### src/rtl/ric_pkg.sv
// shared types and constants of the raster interrupt controller
package ric_pkg;

	localparam int LineW = 9;
	localparam int FlagW = 8;
	localparam int EnW   = 4;

	localparam logic [LineW-1:0] LastLineRst = 9'd311;
	localparam logic [LineW-1:0] FirstDraw   = 9'd51;
	localparam logic [LineW-1:0] LastDraw    = 9'd250;
	localparam logic [FlagW-1:0] AnyFlagBit  = 8'h80;
	localparam logic [EnW-1:0]   RasterSrc   = 4'h1;
	localparam logic [FlagW-1:0] ClearMask   = 8'h8f;

	typedef enum logic [2:0] {
		FN_TICK     = 3'd0,
		FN_EVENT    = 3'd1,
		FN_WR_FLAGS = 3'd2,
		FN_WR_EN    = 3'd3,
		FN_RD_FLAGS = 3'd4,
		FN_RD_EN    = 3'd5,
		FN_WR_CMP   = 3'd6
	} func_t;

	typedef struct packed {
		logic [2:0]       func;
		logic [LineW-1:0] data;
		logic [EnW-1:0]   event_bits;
		logic             cpu_accepts;
	} item_t;

	typedef struct packed {
		logic [7:0]       read_data;
		logic             irq_line;
		logic [LineW-1:0] raster_line;
		logic             draw_valid;
		logic [7:0]       draw_row;
	} result_t;

endpackage

### src/rtl/raster_interrupt_controller.sv
// top level of the raster interrupt controller: stream ports and result register
//
// One word is taken per clock while s_tready is high: each accepted word (tick,
// event, register read or write) updates the controller state in the same cycle
// and its result word appears on the master side in the next cycle, held in a
// single output register. With m_tready high the block sustains one word per
// cycle; s_tready follows the output register (free, or being emptied this cycle).
// The last-line register is to be written through cfg_* only while the block
// is idle, not enforced by the block; cfg_ready is always high. After reset it is 311.
module raster_interrupt_controller (
	input  logic        clk,
	input  logic        arst_n,
	input  logic        s_tvalid,
	output logic        s_tready,
	input  logic [15:0] s_tdata,   // data[8:0], event_bits[12:9], cpu_accepts[13], zero pad
	input  logic [2:0]  s_tuser,   // func[2:0]
	output logic        m_tvalid,
	input  logic        m_tready,
	output logic [31:0] m_tdata,   // read_data[7:0], irq_line[8], raster_line[17:9],
	                               // draw_valid[18], draw_row[26:19], zero pad
	input  logic        cfg_valid,
	output logic        cfg_ready,
	input  logic [ric_pkg::LineW-1:0] cfg_data
);
	import ric_pkg::*;

	logic [LineW-1:0] last_line_q;
	logic             out_valid_q;
	result_t          out_q;
	result_t          res;
	item_t            item;
	logic             s_take;

	assign cfg_ready = 1'b1;
	assign s_tready  = !out_valid_q || m_tready;
	assign s_take    = s_tvalid && s_tready;

	assign item.func        = s_tuser;
	assign item.data        = s_tdata[8:0];
	assign item.event_bits  = s_tdata[12:9];
	assign item.cpu_accepts = s_tdata[13];

	ric_core u_core (
		.clk       (clk),
		.arst_n    (arst_n),
		.step      (s_take),
		.item      (item),
		.last_line (last_line_q),
		.result    (res)
	);

	always_ff @(posedge clk or negedge arst_n) begin
		if (!arst_n) begin
			last_line_q <= LastLineRst;
			out_valid_q <= 1'b0;
		end else begin
			if (cfg_valid && cfg_ready)
				last_line_q <= cfg_data;
			if (s_take)
				out_valid_q <= 1'b1;
			else if (m_tready)
				out_valid_q <= 1'b0;
		end
	end

	always_ff @(posedge clk) begin
		if (s_take)
			out_q <= res;
	end

	assign m_tvalid = out_valid_q;
	assign m_tdata  = {5'b0, out_q.draw_row, out_q.draw_valid, out_q.raster_line,
		out_q.irq_line, out_q.read_data};

	a_empty_ready: assert property (@(posedge clk) disable iff (!arst_n)
		!out_valid_q |-> s_tready)
		else $error("input stalled with empty output register");

	a_take_fills: assert property (@(posedge clk) disable iff (!arst_n)
		s_take |=> out_valid_q)
		else $error("accepted word produced no result");

	a_draw_range: assert property (@(posedge clk) disable iff (!arst_n)
		(out_valid_q && out_q.draw_valid) |->
			(out_q.raster_line >= FirstDraw && out_q.raster_line <= LastDraw &&
			out_q.draw_row == 8'(out_q.raster_line - FirstDraw)))
		else $error("draw row outside visible window");

endmodule

### src/rtl/ric_core.sv
// controller state registers and the per-word update logic
module ric_core (
	input  logic                      clk,
	input  logic                      arst_n,
	input  logic                      step,
	input  ric_pkg::item_t            item,
	input  logic [ric_pkg::LineW-1:0] last_line,
	output ric_pkg::result_t          result
);
	import ric_pkg::*;

	logic [LineW-1:0] raster_q, raster_d;
	logic             frame_q, frame_d;
	logic [FlagW-1:0] flags_q, flags_d;
	logic [EnW-1:0]   en_q, en_d;
	logic             req_q, req_d;
	logic [LineW-1:0] cmp_q, cmp_d;

	logic [LineW:0]   inc;
	logic             wrap;
	logic [LineW-1:0] tick_line;
	logic             tick_frame;
	logic [EnW-1:0]   raise_mask;
	logic             raise;
	logic [FlagW-1:0] cleared;
	logic [LineW-1:0] row_full;

	assign inc        = {1'b0, raster_q} + {{LineW{1'b0}}, 1'b1};
	assign wrap       = inc > {1'b0, last_line};
	assign tick_line  = wrap ? '0 : inc[LineW-1:0];
	assign tick_frame = frame_q ^ wrap;
	assign cleared    = flags_q & ~(item.data[FlagW-1:0] & ClearMask);
	assign row_full   = raster_d - FirstDraw;

	always_comb begin
		raster_d   = raster_q;
		frame_d    = frame_q;
		flags_d    = flags_q;
		en_d       = en_q;
		req_d      = req_q;
		cmp_d      = cmp_q;
		raise      = 1'b0;
		raise_mask = '0;
		result     = '0;
		unique case (item.func)
			FN_TICK: begin
				raster_d = tick_line;
				frame_d  = tick_frame;
				if (cmp_q == tick_line) begin
					raise      = 1'b1;
					raise_mask = RasterSrc;
				end
			end
			FN_EVENT: begin
				raise      = 1'b1;
				raise_mask = item.event_bits;
			end
			FN_WR_FLAGS: begin
				if (cleared == '0) begin
					flags_d = '0;
					req_d   = 1'b0;
				end else begin
					flags_d = cleared | AnyFlagBit;
				end
			end
			FN_WR_EN:    en_d = item.data[EnW-1:0];
			FN_RD_FLAGS: result.read_data = flags_q;
			FN_RD_EN:    result.read_data = {{(8-EnW){1'b0}}, en_q};
			FN_WR_CMP:   cmp_d = item.data;
			default: ;
		endcase
		if (raise) begin
			flags_d = flags_q | {{(FlagW-EnW){1'b0}}, raise_mask} | AnyFlagBit;
			if ((en_q & raise_mask) != '0)
				req_d = !item.cpu_accepts;
		end
		result.irq_line    = req_d;
		result.raster_line = raster_d;
		// visible rows only on ticks of a drawn frame
		if (item.func == FN_TICK && frame_d && raster_d >= FirstDraw && raster_d <= LastDraw) begin
			result.draw_valid = 1'b1;
			result.draw_row   = row_full[7:0];
		end
	end

	always_ff @(posedge clk or negedge arst_n) begin
		if (!arst_n) begin
			raster_q <= '0;
			frame_q  <= 1'b1;
			flags_q  <= '0;
			en_q     <= '0;
			req_q    <= 1'b0;
			cmp_q    <= '0;
		end else if (step) begin
			raster_q <= raster_d;
			frame_q  <= frame_d;
			flags_q  <= flags_d;
			en_q     <= en_d;
			req_q    <= req_d;
			cmp_q    <= cmp_d;
		end
	end

	a_req_has_flag: assert property (@(posedge clk) disable iff (!arst_n)
		req_q |-> flags_q[FlagW-1])
		else $error("request line high with summary flag clear");

	a_flags_summary: assert property (@(posedge clk) disable iff (!arst_n)
		(flags_q != '0) |-> flags_q[FlagW-1])
		else $error("pending flag without summary bit");

	a_en_write: assert property (@(posedge clk) disable iff (!arst_n)
		(step && item.func == FN_WR_EN) |=> (en_q == $past(item.data[EnW-1:0])))
		else $error("enable write not loaded");

endmodule

### config.mk
export PLATFORM = sky130hd
export DESIGN_NAME = raster_interrupt_controller
export DESIGN_NICKNAME = d
export VERILOG_FILES = /design/src/rtl/ric_pkg.sv /design/src/rtl/raster_interrupt_controller.sv /design/src/rtl/ric_core.sv
export SDC_FILE = /design/constraint.sdc
export NUM_CORES = 1
export LEC_CHECK = 0
export ABC_AREA = 1
export ABC_CLOCK_PERIOD_IN_PS = 4400
export BUFFER_PORTS_ARGS = -buffer_cell sky130_fd_sc_hd__buf_2
export CORE_ASPECT_RATIO = 0.7
export CORE_MARGIN = 5
export CORE_UTILIZATION = 55
export CTS_CLUSTER_DIAMETER = 80
export DETAILED_ROUTE_END_ITERATION = 10
export GPL_ROUTABILITY_DRIVEN = 0
export PLACE_DENSITY = 0.89
export SLEW_MARGIN = 20
export SYNTH_ARGS = -nofsm -noshare
export SYNTH_HDL_FRONTEND = slang
export SYNTH_SLANG_ARGS = --single-unit
### constraint.sdc
create_clock -name clk -period 4.4 [get_ports clk]
set_input_delay 0.66 -clock clk [delete_from_list [all_inputs] [get_ports clk]]
set_output_delay 0.66 -clock clk [all_outputs]
set_load 0.02 [all_outputs]
==> summary.txt <==
Placement
  • Setup WS pre-CTS: between 0.7 and 0.8 ns
  • Hpwl dp: 5746 um
  • Port bufs: between 50 and 60

Synthesis
  • Post-Synth XOR/XNOR Area: 0.01775
  • Sequential area share after synthesis: 0.5025
  • Syn avg cell area: roughly 8.3 um^2
  • FFs w/ async S/R, synth: 0.6094
  • Commonest cells post-synth: 119 x nand2_1, 62 x inv_1, 40 x o21ai_0, 32 x dfrtp_1, 27 x nor2_1
  • Post-Synthesis Cells: 414
  • Yosys top cell by area: dfrtp_1
  • Largest family of logic cells by synthesized area: simple AND/OR/NAND/NOR gates
  • Syn. warnings: 0
  • #FFs+latches synth: 64
  • Post-synthesis simple-gate area fraction: 0.2029
  • Number of flops mapped to enable cells by yosys: 25
  • Mux cell area share after synthesis: 0.003261
  • Post-Synth Adder-Cell Area: 0.04348
  • Count leader, synth: nand2_1
  • Synth unique cells: 38
  • Compound-Gate Fraction of Synth Area: 0.1304
  • Ys flop type: dfrtp_1
  • Mapped Area: roughly 3500 um^2
  • Post-synth top area share: 0.2319
  • Ranking of synthesized cells by area: dfrtp_1 23%, edfxtp_1 22%, nand2_1 13%, inv_1 6.7%, o21ai_0 5.8%

Power
  • PwrDens: about 500 nW/um^2
  • Worst vdd rail ir drop: about 0.00022 V
  • Switching Share: 0.3423
  • Net switching power: around 670 uW
  • Comb power frac: 0.299
  • Internal power: between 1 and 1.5 mW
  • Sequential share of power: 0.404
  • Clock power share: 0.297
  • Lkg Pwr: around 2.0 nW

Timing
  • Worst-margin pin slew: approximately 0.88 ns
  • Final worst-path cycle share: 0.8339
  • RSZ-0062 raised after global routing: false
  • Final Hold Viols: 0
  • Min cycle time layout: approximately 3.7 ns
  • Setup TNS: 0 ns
  • Slew Viols, Final: 0
  • Final setup fails: 0
  • Max Freq: around 270 MHz
  • Final worst setup slack: about 0.73 ns
  • Slew HR: 0.4136
  • Clock Skews: between 0.009 and 0.01 ns

Worst setup path
  • Reg-to-reg startpoint: u_core.raster_q[0]
  • Worst Setup End Kind: flop
  • Worst EP required: 4.49 ns
  • CP startpoint kind: flop
  • Critical path fanouts, max: 12
  • Crit Path Class: reg -> reg
  • Start point of the critical path: u_core.raster_q[0]
  • Worst EP arrival: between 3 and 4 ns

CTS
  • CTS Buffer Depth: 2
  • Gates resized, CTS repair: 0
  • Total CTS buffers: 9
  • Clk slew on worst S/H paths: 0.07 ns
  • CTS tree: done
  • Hold-fix buffers, CTS: 0
  • Clock Latency Late Sink: ~0.34 ns
  • Clk sinks: between 60 and 70
  • H-tree Lvls: 3
  • Postcts setup bufs: 0
  • CTS Root Buffer Type: clkbuf_8

Routing
  • Total iterations of the first detailed-routing run: 5
  • DR vias: 2924
  • Vias per Instance: ~5.2
  • WL/cell: about 14 um
  • # DRC: 0
  • DRT iter0 DRCs: roughly 180
  • Drt total wl: 7723 um
  • Final ANT Viol Nets: 0

Final layout
  • Layout net count: about 520
  • Area growth syn-to-layout: 16.59%
  • Share of cells above drive strength 1: 0.2037
  • Fin util: 0.6541
  • Number of diodes: 0
  • Fillers: between 400 and 500

Job
  • Max Cap Viol: 0

Global route
  • Vias in the first global route: just under 3000
  • Largest net degree at the start of global routing: 40
  • Antenna violations before repair: 0
  • Gr ovfl total: 0
  • First-pass GRT wire length: between 10000 and 15000 um
  • GR Util All Layers: 0.2022

Worst hold path
  • Hold/Removal Path Class: in -> async

Floorplan
  • Die Y: ~76 um
  • Site Rows: 24
  • Die Area: 7989 um^2
  • CORE AREA: roughly 6000 um^2
  • Die Span X: about 100 um
  • Initial Util: 0.5610
  • Io pins: just under 70

Status
  • Outcome: completed
[metrics by stage]
stage	total power [mW]	instance area (um^2)	cells	hold WS, ns
final	1.968	4026	559	0.4449
after global routing	2.100	4026	559	0.4937
after CTS	1.972	4026	559	0.4487
after detailed placement	1.382	3794	543	0.4892
after global placement	1.340	3794	543	0.4662
after floorplan	1.223	3472	419	0.3644
[worst max-delay path, stage by stage (launching register included)]
cell and delay (ns):
dfrtp_1 0.45, ha_1 0.20, nand2_1 0.10, nor2_1 0.14, nand2_1 0.10, o22ai_1 0.17
inv_1 0.11, ha_1 0.30, nand3_1 0.07, a21oi_1 0.16, nand2_1 0.07, nand2_1 0.25
buf_4 0.25, nand2_1 0.10, o21ai_2 0.29, nand2_1 0.16, nor2_1 0.13, nand2_1 0.05
nand2_1 0.05, o21bai_4 0.16, a21oi_1 0.08
[path summary, 6_finish.rpt]
kind	end	slack, ns	depth (start not counted)
setup / recovery	m_tdata[22]	0.73	20
hold / removal	u_core.flags_q[3]	0.44	1
setup reg to reg	m_tdata[22]	0.73	20
hold reg to reg	last_line_q[1]	0.50	2
max in group asynchronous	last_line_q[6]	3.40	1
min in group clk	last_line_q[1]	0.50	2
[placed cells by master, fill, tap and decap left out, drive strengths merged, types with 2 or more instances in the layout]
master  instances
clkbuf         13
bufinv          2
a21oi          12
buf            62
o21ai          48
edfxtp         25
clkinv          2
ha             12
dfstp           7
nor3            2
nor2           29
xor2            6
inv            62
nand3          19
o21a            2
o22ai           7
dfrtp          32
nand2         120
conb            7
o21bai          3
[metal layers]
layer	share of wire	vias up	track usage
li1	-	1435	-
met1	0.44	1354	0.2665
met2	0.47	124	0.3255
met3	0.077	11	0.06097
met4	0.014	0	0.05619
met5	0	-	0
[kinds of logic after synthesis]
logic type | Yosys count
flip-flops | 64
other | 2
AND/OR/NAND/NOR | 173
adder cells (fa/ha/maj) | 12
XOR/XNOR | 7
buffers and inverters | 79
AO/OA/AOI/OAI | 76
multiplexers | 1
[power groups by stage]
stage	clock (mW)	sequential [mW]	combinational, mW
floorplan	0	0.823	0.401
global route	0.625	0.806	0.669
finish	0.585	0.795	0.587
detailed placement	0	0.804	0.579
global placement	0	0.799	0.541
CTS	0.594	0.793	0.585
[registers in the layout, indices dropped and copies added (netlist names)]
name,cells
last_line_q,9
m_tdata,25
m_tvalid,1
u_core.cmp_q,9
u_core.en_q,4
u_core.flags_q,5
u_core.frame_q,1
u_core.raster_q,9
u_core.req_q,1
[area by class of cell]
type / instances / area [um^2] / area share
Sequential cell: 64 / 1735 / 0.4310
Timing Repair Buffer: 62 / 317.8 / 0.07893
Clock buffer: 13 / 168.9 / 0.04195
Clock inverter: 3 / 63.81 / 0.01585
Multi-Input combinational cell: 276 / 1406 / 0.3493
Tap cell: 78 / 97.59 / 0.02424
Inverter: 63 / 236.5 / 0.05873
Power figures use the tool's default switching activity.
